### src/hw/rtl/tfs_pkg.sv
// Shared types and constants for the tagged-field section skipper.
package tfs_pkg;

    localparam logic [1:0] ST_OK    = 2'd0;
    localparam logic [1:0] ST_LONG  = 2'd1;
    localparam logic [1:0] ST_ORDER = 2'd2;
    localparam logic [1:0] ST_TRUNC = 2'd3;

    localparam logic [2:0] LAST_GROUP = 3'd4;

    typedef struct packed {
        logic [7:0] data_byte;
        logic       frame_last;
    } t_byte_item;

    typedef struct packed {
        logic [1:0]  status;
        logic [31:0] fields_seen;
        logic [31:0] last_tag;
    } t_result;

    typedef struct packed {
        logic advance;
        logic load;
    } t_core_ctl;

endpackage

### src/hw/rtl/tfs_if.sv
// Byte stream and result channel interfaces.
interface tfs_byte_if;
    logic       valid;
    logic       ready;
    logic [7:0] data_byte;
    logic       frame_last;

    modport source (output valid, output data_byte, output frame_last, input ready);
    modport sink   (input valid, input data_byte, input frame_last, output ready);
endinterface

interface tfs_result_if;
    logic        valid;
    logic        ready;
    logic [1:0]  status;
    logic [31:0] fields_seen;
    logic [31:0] last_tag;

    modport source (output valid, output status, output fields_seen, output last_tag,
                    input ready);
    modport sink   (input valid, input status, input fields_seen, input last_tag,
                    output ready);
endinterface

### src/hw/rtl/tagged_field_section_skipper.sv
// Tagged-field section skipper: one byte per cycle, one result per section.
// Bytes enter an input register, the section state (count, tag, size, payload
// skip) advances one byte at a time and the outcome lands in a result register.
// A byte can be taken every cycle but for the stall below; it passes the input
// register, then the result register. The byte that completes a section or
// raises an error (overlong varint, tags not increasing, frame ended early)
// yields one result transaction with status, fields parsed and the last
// decoded tag; the next byte starts a new section. Input stalls only while a
// result is waiting and the next byte would produce another one.
module tagged_field_section_skipper (
    input  logic          i_clk,
    input  logic          i_rst_n,
    tfs_byte_if.sink      i_byte,
    tfs_result_if.source  o_result
);
    import tfs_pkg::*;

    t_core_ctl  ctl;
    logic       item_valid;
    t_byte_item item;
    t_result    result;
    logic       slot_free;

    tfs_in_stage u_in (
        .i_clk   (i_clk),
        .i_rst_n (i_rst_n),
        .i_byte  (i_byte),
        .i_ctl   (ctl),
        .o_valid (item_valid),
        .o_item  (item)
    );

    tfs_core u_core (
        .i_clk       (i_clk),
        .i_rst_n     (i_rst_n),
        .i_valid     (item_valid),
        .i_item      (item),
        .i_slot_free (slot_free),
        .o_ctl       (ctl),
        .o_result    (result)
    );

    tfs_out_stage u_out (
        .i_clk       (i_clk),
        .i_rst_n     (i_rst_n),
        .i_ctl       (ctl),
        .i_result    (result),
        .o_slot_free (slot_free),
        .o_result    (o_result)
    );
endmodule

### src/hw/rtl/tfs_in_stage.sv
// Input register for the byte stream.
module tfs_in_stage (
    input  logic                i_clk,
    input  logic                i_rst_n,
    tfs_byte_if.sink            i_byte,
    input  tfs_pkg::t_core_ctl  i_ctl,
    output logic                o_valid,
    output tfs_pkg::t_byte_item o_item
);
    import tfs_pkg::*;

    logic       r_valid;
    t_byte_item r_item;

    assign i_byte.ready = !r_valid || i_ctl.advance;
    assign o_valid      = r_valid;
    assign o_item       = r_item;

    always_ff @(posedge i_clk) begin
        if (!i_rst_n) begin
            r_valid <= 1'b0;
        end else if (i_byte.ready) begin
            r_valid <= i_byte.valid;
        end
    end

    always_ff @(posedge i_clk) begin
        if (i_byte.ready && i_byte.valid) begin
            r_item.data_byte  <= i_byte.data_byte;
            r_item.frame_last <= i_byte.frame_last;
        end
    end
endmodule

### src/hw/rtl/tfs_core.sv
// Section parse state and its next-state logic.
module tfs_core (
    input  logic                i_clk,
    input  logic                i_rst_n,
    input  logic                i_valid,
    input  tfs_pkg::t_byte_item i_item,
    input  logic                i_slot_free,
    output tfs_pkg::t_core_ctl  o_ctl,
    output tfs_pkg::t_result    o_result
);
    import tfs_pkg::*;

    typedef enum logic [1:0] {PH_COUNT, PH_TAG, PH_SIZE, PH_SKIP} t_phase;

    t_phase      r_phase, n_phase;
    logic [31:0] r_accum, n_accum;
    logic [2:0]  r_group, n_group;
    logic [31:0] r_fields_left, n_fields_left;
    logic [31:0] r_field_index, n_field_index;
    logic [31:0] r_prev_tag, n_prev_tag;
    logic [31:0] r_skip_left, n_skip_left;

    logic [31:0] grp;
    logic [31:0] value;
    logic        bad;
    logic        fin;
    logic [1:0]  st;
    logic [6:0]  bits;

    assign bits = i_item.data_byte[6:0];

    always_comb begin
        case (r_group)
            3'd0:    grp = {25'd0, bits};
            3'd1:    grp = {18'd0, bits, 7'd0};
            3'd2:    grp = {11'd0, bits, 14'd0};
            3'd3:    grp = {4'd0, bits, 21'd0};
            default: grp = {bits[3:0], 28'd0};
        endcase
    end

    always_comb begin
        n_phase       = r_phase;
        n_accum       = r_accum;
        n_group       = r_group;
        n_fields_left = r_fields_left;
        n_field_index = r_field_index;
        n_prev_tag    = r_prev_tag;
        n_skip_left   = r_skip_left;
        value         = r_accum | grp;
        bad           = 1'b0;
        fin           = 1'b0;
        st            = ST_OK;

        if (r_phase == PH_SKIP) begin
            n_skip_left = r_skip_left - 32'd1;
            if (n_skip_left == 32'd0) begin
                n_field_index = r_field_index + 32'd1;
                n_fields_left = r_fields_left - 32'd1;
                if (n_fields_left == 32'd0) begin
                    fin = 1'b1;
                end else begin
                    n_phase = PH_TAG;
                end
            end
        end else if (i_item.data_byte[7]) begin
            n_accum = value;
            if (r_group >= LAST_GROUP) begin
                fin = 1'b1;
                st  = ST_LONG;
            end else begin
                n_group = r_group + 3'd1;
            end
        end else begin
            n_accum = 32'd0;
            n_group = 3'd0;
            case (r_phase)
                PH_COUNT: begin
                    n_fields_left = value;
                    n_field_index = 32'd0;
                    if (value == 32'd0) begin
                        fin = 1'b1;
                    end else begin
                        n_phase = PH_TAG;
                    end
                end
                PH_TAG: begin
                    bad        = (r_field_index != 32'd0) && (value <= r_prev_tag);
                    n_prev_tag = value;
                    if (bad) begin
                        fin = 1'b1;
                        st  = ST_ORDER;
                    end else begin
                        n_phase = PH_SIZE;
                    end
                end
                default: begin
                    n_skip_left = value;
                    if (value == 32'd0) begin
                        n_field_index = r_field_index + 32'd1;
                        n_fields_left = r_fields_left - 32'd1;
                        if (n_fields_left == 32'd0) begin
                            fin = 1'b1;
                        end else begin
                            n_phase = PH_TAG;
                        end
                    end else begin
                        n_phase = PH_SKIP;
                    end
                end
            endcase
        end

        if (!fin && i_item.frame_last) begin
            fin = 1'b1;
            st  = ST_TRUNC;
        end

        o_result.status      = st;
        o_result.fields_seen = n_field_index;
        o_result.last_tag    = n_prev_tag;

        if (fin) begin
            n_phase       = PH_COUNT;
            n_accum       = 32'd0;
            n_group       = 3'd0;
            n_fields_left = 32'd0;
            n_field_index = 32'd0;
            n_prev_tag    = 32'd0;
            n_skip_left   = 32'd0;
        end
    end

    assign o_ctl.advance = i_valid && (!fin || i_slot_free);
    assign o_ctl.load    = i_valid && fin && i_slot_free;

    always_ff @(posedge i_clk) begin
        if (!i_rst_n) begin
            r_phase       <= PH_COUNT;
            r_accum       <= 32'd0;
            r_group       <= 3'd0;
            r_fields_left <= 32'd0;
            r_field_index <= 32'd0;
            r_prev_tag    <= 32'd0;
            r_skip_left   <= 32'd0;
        end else if (o_ctl.advance) begin
            r_phase       <= n_phase;
            r_accum       <= n_accum;
            r_group       <= n_group;
            r_fields_left <= n_fields_left;
            r_field_index <= n_field_index;
            r_prev_tag    <= n_prev_tag;
            r_skip_left   <= n_skip_left;
        end
    end
endmodule

### src/hw/rtl/tfs_out_stage.sv
// Result register driving the result channel.
module tfs_out_stage (
    input  logic               i_clk,
    input  logic               i_rst_n,
    input  tfs_pkg::t_core_ctl i_ctl,
    input  tfs_pkg::t_result   i_result,
    output logic               o_slot_free,
    tfs_result_if.source       o_result
);
    import tfs_pkg::*;

    logic    r_valid;
    t_result r_result;

    assign o_slot_free          = !r_valid || o_result.ready;
    assign o_result.valid       = r_valid;
    assign o_result.status      = r_result.status;
    assign o_result.fields_seen = r_result.fields_seen;
    assign o_result.last_tag    = r_result.last_tag;

    always_ff @(posedge i_clk) begin
        if (!i_rst_n) begin
            r_valid <= 1'b0;
        end else if (o_slot_free) begin
            r_valid <= i_ctl.load;
        end
    end

    always_ff @(posedge i_clk) begin
        if (i_ctl.load) begin
            r_result <= i_result;
        end
    end
endmodule

### src/flat_wrapper.sv
// flat-port wrapper written by rule: the top's interface ports become plain ports
module tagged_field_section_skipper_flat import tfs_pkg::*;
  (i_clk, i_rst_n, i_byte_valid, i_byte_data_byte, i_byte_frame_last, i_byte_ready, o_result_valid, o_result_status, o_result_fields_seen, o_result_last_tag, o_result_ready);
  tfs_byte_if i_byte_i ();
  tfs_result_if o_result_i ();
  input  logic i_clk;
  input  logic i_rst_n;
  input wire logic [$bits(i_byte_i.valid)-1:0] i_byte_valid;
  input wire logic [$bits(i_byte_i.data_byte)-1:0] i_byte_data_byte;
  input wire logic [$bits(i_byte_i.frame_last)-1:0] i_byte_frame_last;
  output wire logic [$bits(i_byte_i.ready)-1:0] i_byte_ready;
  output wire logic [$bits(o_result_i.valid)-1:0] o_result_valid;
  output wire logic [$bits(o_result_i.status)-1:0] o_result_status;
  output wire logic [$bits(o_result_i.fields_seen)-1:0] o_result_fields_seen;
  output wire logic [$bits(o_result_i.last_tag)-1:0] o_result_last_tag;
  input wire logic [$bits(o_result_i.ready)-1:0] o_result_ready;
  assign i_byte_i.valid = i_byte_valid;
  assign i_byte_i.data_byte = i_byte_data_byte;
  assign i_byte_i.frame_last = i_byte_frame_last;
  assign i_byte_ready = i_byte_i.ready;
  assign o_result_valid = o_result_i.valid;
  assign o_result_status = o_result_i.status;
  assign o_result_fields_seen = o_result_i.fields_seen;
  assign o_result_last_tag = o_result_i.last_tag;
  assign o_result_i.ready = o_result_ready;
  tagged_field_section_skipper u_core (.i_clk(i_clk), .i_rst_n(i_rst_n), .i_byte(i_byte_i), .o_result(o_result_i));
endmodule
### config.mk
export PLATFORM = sky130hd
export DESIGN_NAME = tagged_field_section_skipper_flat
export DESIGN_NICKNAME = d
export VERILOG_FILES = /design/src/hw/rtl/tfs_pkg.sv /design/src/hw/rtl/tfs_if.sv /design/src/hw/rtl/tagged_field_section_skipper.sv /design/src/hw/rtl/tfs_in_stage.sv /design/src/hw/rtl/tfs_core.sv /design/src/hw/rtl/tfs_out_stage.sv /design/src/flat_wrapper.sv
export SDC_FILE = /design/constraint.sdc
export NUM_CORES = 1
export LEC_CHECK = 0
export ABC_AREA = 1
export ABC_CLOCK_PERIOD_IN_PS = 8730
export BUFFER_PORTS_ARGS = -buffer_cell sky130_fd_sc_hd__buf_4
export CAP_MARGIN = 20
export CELL_PAD_IN_SITES_DETAIL_PLACEMENT = 1
export CELL_PAD_IN_SITES_GLOBAL_PLACEMENT = 1
export CORE_MARGIN = 8
export CORE_UTILIZATION = 45
export CTS_CLUSTER_SIZE = 14
export DETAILED_ROUTE_END_ITERATION = 10
export MAX_ROUTING_LAYER = met4
export PLACE_DENSITY_LB_ADDON = 0.25
export SYNTH_ARGS = -nofsm -noshare
export SYNTH_HDL_FRONTEND = slang
export SYNTH_HIERARCHICAL = 1
export SYNTH_SLANG_ARGS = --single-unit
### constraint.sdc
create_clock -name i_clk -period 8.73 [get_ports i_clk]
set_clock_uncertainty 0.2 [all_clocks]
set_input_delay 1.3095 -clock i_clk [delete_from_list [all_inputs] [get_ports i_clk]]
set_output_delay 1.3095 -clock i_clk [all_outputs]
set_load 0.02 [all_outputs]
Word level (Yosys, flattened, before mapping). Cells that the tools add are included.

Bits in registers: 242. Bits of input ports: 13. Output and inout bits: 68. Logic and storage cells: 112.

Equal/unequal tests: 13. $lt $le $gt $ge: 2. Reduce and logical (&&, ||, !) cells: 26. Add/sub/neg operators: 4. Multiplexer cells: 52. Bitwise logic cells: 1.

Operators with widths (count): two-way mux 32 bit (21); one-hot mux 32 bit (2 select lines) (2); one-hot mux 32 bit (4 select lines) (1); zero test 32 bit (3); subtractor 32 x 1 -> 32 bit (second input constant) (2); adder 32 x 1 -> 32 bit (second input constant) (1); <= comparator 32 bit (1); bitwise OR 32 bit (1); nonzero test 32 bit (1); two-way mux 2 bit (12); two-way mux 3 bit (4); two-way mux 1 bit (10); AND reduction 5 bit (2); != test 3 bit (second input constant) (3); != test 4 bit (second input constant) (2); == test 3 x 2 -> 1 bit (second input constant) (2); logical AND 1 bit (6); AND reduction 3 bit (2); zero test 1 bit (4); one-hot mux 2 bit (2 select lines) (1); nonzero test 4 bit (1); adder 3 x 1 -> 3 bit (second input constant) (1); == test 3 x 1 -> 1 bit (second input constant) (1); >= comparator 3 bit (second input constant) (1); other kinds (11) (13).

Longest topological paths before layout.
Depth after elaboration: 17. Depth in mapped cells: 35.

Modules after synthesis. The synthesis kept the hierarchy.

Modules (own cells, without submodules): tfs_core (cells each 2132, area each 12664.6 µm², times used 1); tfs_out_stage (cells each 72, area each 2028.2 µm², times used 1); tfs_in_stage (cells each 16, area each 321.6 µm², times used 1).

Worst setup path before layout. No wires, ideal clock.

Kind: register to register. From: register u_core.u_core.r_group[2]. To: register u_core.u_out.r_valid (netlist: u_core/u_out/o_result.valid). Cell stages (with the launch flop): 22. Required time: 8.457 ns. Slack: 2.547 ns. Data arrival time: 5.910 ns. Clock period less this slack: 6.183 ns. Path through: dfxtp_1 > inv_4 > ha_1 > a21oi_1 > inv_1 > ha_1 > nand4_1 > nor3_1 > and3_1 > nand3b_1 > nand2_1 > nand3_1 > nand2_1 > inv_2 > nand2_2 > nand2_2 > nand4_4 > inv_2 > clkbuf_1 > nor2_1 > inv_1 > a21oi_2.

RTL lines: start, declared (RTL line tfs_core.sv:17) `logic [2:0] r_group, n_group;`; start signal, assigned (RTL line tfs_core.sv:149) `r_group <= n_group;`; end signal, assigned (RTL line tfs_out_stage.sv:25) `r_valid <= i_ctl.load;`; end, declared (RTL line tfs_out_stage.sv:12) `logic r_valid;`.

==> results.md <==
- The post-route netlist has under 10% of its cells at a drive strength greater than 1.
- Yosys printed 6 warnings.
- The last weighted congestion value of the routability-driven placer is 0.929.
- Entering global routing, the biggest net connects 78 pins.
- After the first detailed-routing iteration, the DRC count stood at about 1200.
- The wire length of the first global-routing pass is roughly 88000 um.
- The clock sink total is 242.
- The primary flip-flop cell chosen by synthesis mapping is sky130_fd_sc_hd__dfxtp_1.
- The clock period minus final worst setup slack is around 6.0 ns.
- The number of synthesized flops with an enable pin is 75.
- Once detailed placement completed, the half-perimeter wirelength came to roughly 40000 um.
- For this configuration, the core starts out at a cell density of approximately 45%.
- The total global routing track utilization is about 29%.
- In the synthesized netlist, the number of instances is 2220.
- Power spread over the standard cell area amounts to ~200 nW/um^2.
- The portion of the post-synthesis area used by sequential elements is a little under two fifths.
- The cell area that synthesis handed to floorplanning was about 15000 sq um.
- Compared with the post-synthesis result, the final layout area differs by 12.5%.
- The cell at the root of the clock tree is sky130_fd_sc_hd__clkbuf_16.
- The leakage component of the power is around 7.1 nW.
- Of all nets on the critical path, the largest fanout is 15.
- The worst reg2reg path endpoint is u_core/u_core/r_accum[20].
- The x dimension of the die is between 150 and 200 um.
- Leaving out fill and tap cells, the most frequent cells in the layout are 542 x sky130_fd_sc_hd__nand2_1, 396 x sky130_fd_sc_hd__nor2_1, 215 x sky130_fd_sc_hd__inv_1.
- The TritonCTS clock tree is yes.
- The setup fix buffers added after clock tree synthesis is 0.
- The per-cell routed wire length is ~20 um.
- Including well taps, the total number of placed cells is 2672.
- The post-synthesis sequential element count is roughly 240.
- The worst-case IR drop observed on VDD is 0.160 mV.
- The setup slack of the worst register-to-register path is about 3 ns.
- In this run, post-CTS repair resized a total of 0 instances.
- In this run the most critical hold path is launched from u_core/u_core/r_prev_tag[24].
- At the pin with the least slew margin, the transition time is between 1 and 1.5 ns.
- The library cell with the largest summed area after synthesis is sky130_fd_sc_hd__dfxtp_1.
- In this run the count of I/O pins placed on the die edge is 81.
- The finished layout holds roughly 2700 standard cells, fillers aside.
- The category of the worst setup path launch point is a flop.
- In the final design database the tool counted approximately 2300 nets.
- CTS built an H-tree with a depth of 1.
- The launch instance of the worst register-to-register path is u_core/u_core/r_group[2].
- The number of hold buffers added after CTS was 0.
- The ratio of final minimum period to clock period is around two thirds.
- Ranked by total cell area, the synthesized netlist is headed by sky130_fd_sc_hd__dfxtp_1 22%, sky130_fd_sc_hd__edfxtp_1 15%, sky130_fd_sc_hd__nand2_1 14%.
- The number of DRC violations after detailed routing is 0.
- The final-report max-slew violation count is 0.
- Across the run, the number of max-cap violations was 0.
- Measured against its own limit, the worst slew margin works out to about a third.
- The total clock buffers created by CTS is 29.
- STA puts the critical path data required time at a little over 7 ns.
- Leaving out fill and tap cells, the most frequent cell in the layout is sky130_fd_sc_hd__nand2_1.
- The overflow left after global routing is 0.
- The final routed wirelength across all metal layers is around 55000 um.
- The hold violation count in the final report was 0.
- The clock transition at the registers of the reported paths is 0.06 ns.
- The floorplan step defined a die boundary enclosing around 39000 sq um.
- The die span in y is roughly 200 um.
- The number of buffers on the longest clock path is 3.
- The mean instance size in the synthesized netlist is approximately 6.8 sq um.
- The placeable core region is 33200 sq um.
- Counting cells, the worst reg-to-reg path comes to 22.
- The synthesized net count is 2276.
- The flow ran to the end, and the final reports show no timing, DRC or antenna violations.
- The share of async-settable or async-resettable flops after synthesis is 0%.
- The power after layout is about 3.5 mW.
- The most critical setup path has its endpoint at i_byte_ready.
- Input and output buffers added on the ports amount to 80.
- The total negative slack for setup checks is 0 ns.
- Of the post-synthesis cell area, the dominant cell type holds approximately 22%.
- The via count of the first global-routing pass was between 15000 and 20000.
- The distinct cell type count after synthesis is 51.
- The critical path starts at u_core/u_core/r_group[2].
- The setup violation total in the final timing report is 0.
- The pre-antenna-repair detailed-routing pass consisted of 5 iterations.
- Setup repair after global routing left no endpoint under its margin.
- In the routed layout, each cell is associated on average with a via count of between 5 and 6.
- By startpoint and endpoint, the worst setup path is classified as reg2out.
- The number of antenna violations at the first check in global routing came to 2.
- The insertion delay to the later sink of the worst-skew pair is around 0.58 ns.
- The final route contains approximately 15000 vias.
- The peak clock frequency supported by timing is about 0.17 GHz.
- The final antenna-violating net count is 0.
- The type of the most critical hold path is reg2reg.
- The arrival time of the worst setup path is 4.45 ns.
- The sort of element at the end of the critical path is a primary output.
- The site row count is 67.
[kinds of logic (layout without fill, tap and decap cells)]
kind of cell	Yosys count	after routing	share of synthesized area (%)
other	0	2	0
AOI/OAI and AO/OA	424	424	16.3
adders and majority gates	43	43	3.58
buffers and inverters	332	390	8.92
xor gates and xnor gates	53	53	3.09
DFF	242	242	37.3
and+or+nand+nor	1126	1126	30.9
[power by group]
group	switching (mW)	internal (mW)
Combinational	0.680	0.273
Sequential	0.0661	1.22
Clock	0.496	0.722
Total	1.24	2.22
[metal layers]
metal	routed length (um)	vias to the layer above	global-route usage [%]
li1	-	7319	-
met1	24300	7612	36.0
met2	25600	430	46.1
met3	3260	126	4.75
met4	2000	0	10.4
met5	0	-	-
[state kept, by name, indices dropped and copies added, names as in the netlist]
| register | cells |
|---|---|
| u_core/u_core/r_group | 3 |
| u_core/u_in/o_item | 9 |
| u_core/u_core/r_phase | 2 |
| u_core/u_core/r_skip_left | 32 |
| u_core/u_core/r_accum | 32 |
| u_core/u_out/o_result.valid | 1 |
| u_core/u_core/r_fields_left | 32 |
| u_core/u_out/o_result.fields_seen | 32 |
| u_core/u_core/r_field_index | 32 |
| u_core/u_out/o_result.status | 2 |
| u_core/u_core/r_prev_tag | 32 |
| u_core/u_out/o_result.last_tag | 32 |
| u_core/u_in/o_valid | 1 |
[worst min-delay path by stage]
stage,to,cells after the start
after CTS,u_core/u_core/r_prev_tag[11],2
after floorplan,u_core/u_core/r_accum[16],2
after global routing,u_core/u_core/r_prev_tag[24],2
after global placement,u_core/u_core/r_accum[19],2
final,u_core/u_core/r_prev_tag[24],2
after detailed placement,u_core/u_core/r_prev_tag[11],2
[per-stage QoR]
stage / hold slack (ns) / setup slack, ns / utilization [%] / cell area, sq um
6_report: 0.263 / 2.77 / 50.9 / 16900
4_1_cts: 0.264 / 2.88 / 50.8 / 16900
5_1_grt: 0.270 / 2.47 / 50.9 / 16900
2_1_floorplan: 0.231 / 2.55 / - / 15000
3_3_place_gp: 0.241 / 3.42 / 47.9 / 15900
3_5_place_dp: 0.255 / 3.21 / 47.9 / 15900
[cell type report]
cell class / count / area, sq um
antenna: 2 / 5.00
clock buffer: 43 / 838
clock inverter: 10 / 115
fill: 4365 / 16300
inverter: 229 / 862
multi-input combinational: 1646 / 8100
sequential: 242 / 5600
tap: 448 / 561
timing repair buffer: 108 / 823
[Yosys cell counts, types with 8 or more instances]
cell type	instances
sky130_fd_sc_hd__a211oi_1	13
sky130_fd_sc_hd__a21oi_1	127
sky130_fd_sc_hd__a22oi_1	27
sky130_fd_sc_hd__buf_2	29
sky130_fd_sc_hd__clkbuf_1	60
sky130_fd_sc_hd__dfxtp_1	167
sky130_fd_sc_hd__edfxtp_1	75
sky130_fd_sc_hd__ha_1	43
sky130_fd_sc_hd__inv_1	216
sky130_fd_sc_hd__inv_2	10
sky130_fd_sc_hd__nand2_1	542
sky130_fd_sc_hd__nand2_2	13
sky130_fd_sc_hd__nand3_1	87
sky130_fd_sc_hd__nand4_1	34
sky130_fd_sc_hd__nor2_1	398
sky130_fd_sc_hd__nor2_2	8
sky130_fd_sc_hd__nor3_1	16
sky130_fd_sc_hd__nor4_1	10
sky130_fd_sc_hd__o211ai_1	55
sky130_fd_sc_hd__o21ai_0	152
sky130_fd_sc_hd__o21ai_1	20
sky130_fd_sc_hd__xnor2_1	8
sky130_fd_sc_hd__xor2_1	45
[critical path, cell delays in order, from the launching register on]
cell and delay (ns):
sky130_fd_sc_hd__dfxtp_1 0.47, sky130_fd_sc_hd__inv_4 0.11, sky130_fd_sc_hd__ha_1 0.31, sky130_fd_sc_hd__a21oi_1 0.36, sky130_fd_sc_hd__inv_1 0.19, sky130_fd_sc_hd__ha_1 0.36
sky130_fd_sc_hd__nand4_1 0.11, sky130_fd_sc_hd__nor3_1 0.22, sky130_fd_sc_hd__and3_1 0.23, sky130_fd_sc_hd__nand2_1 0.07, sky130_fd_sc_hd__nand2_1 0.08, sky130_fd_sc_hd__nand2_1 0.09
sky130_fd_sc_hd__nand3_1 0.13, sky130_fd_sc_hd__nand2_1 0.09, sky130_fd_sc_hd__inv_2 0.06, sky130_fd_sc_hd__nand2_2 0.06, sky130_fd_sc_hd__nand2_2 0.09, sky130_fd_sc_hd__nand2_1 0.07
sky130_fd_sc_hd__nor2_2 0.14, sky130_fd_sc_hd__nand3_2 0.12, sky130_fd_sc_hd__nand2_4 0.20, sky130_fd_sc_hd__inv_2 0.07, sky130_fd_sc_hd__nand2_2 0.07, sky130_fd_sc_hd__buf_4 0.16
(Power assumes the default switching activity.)
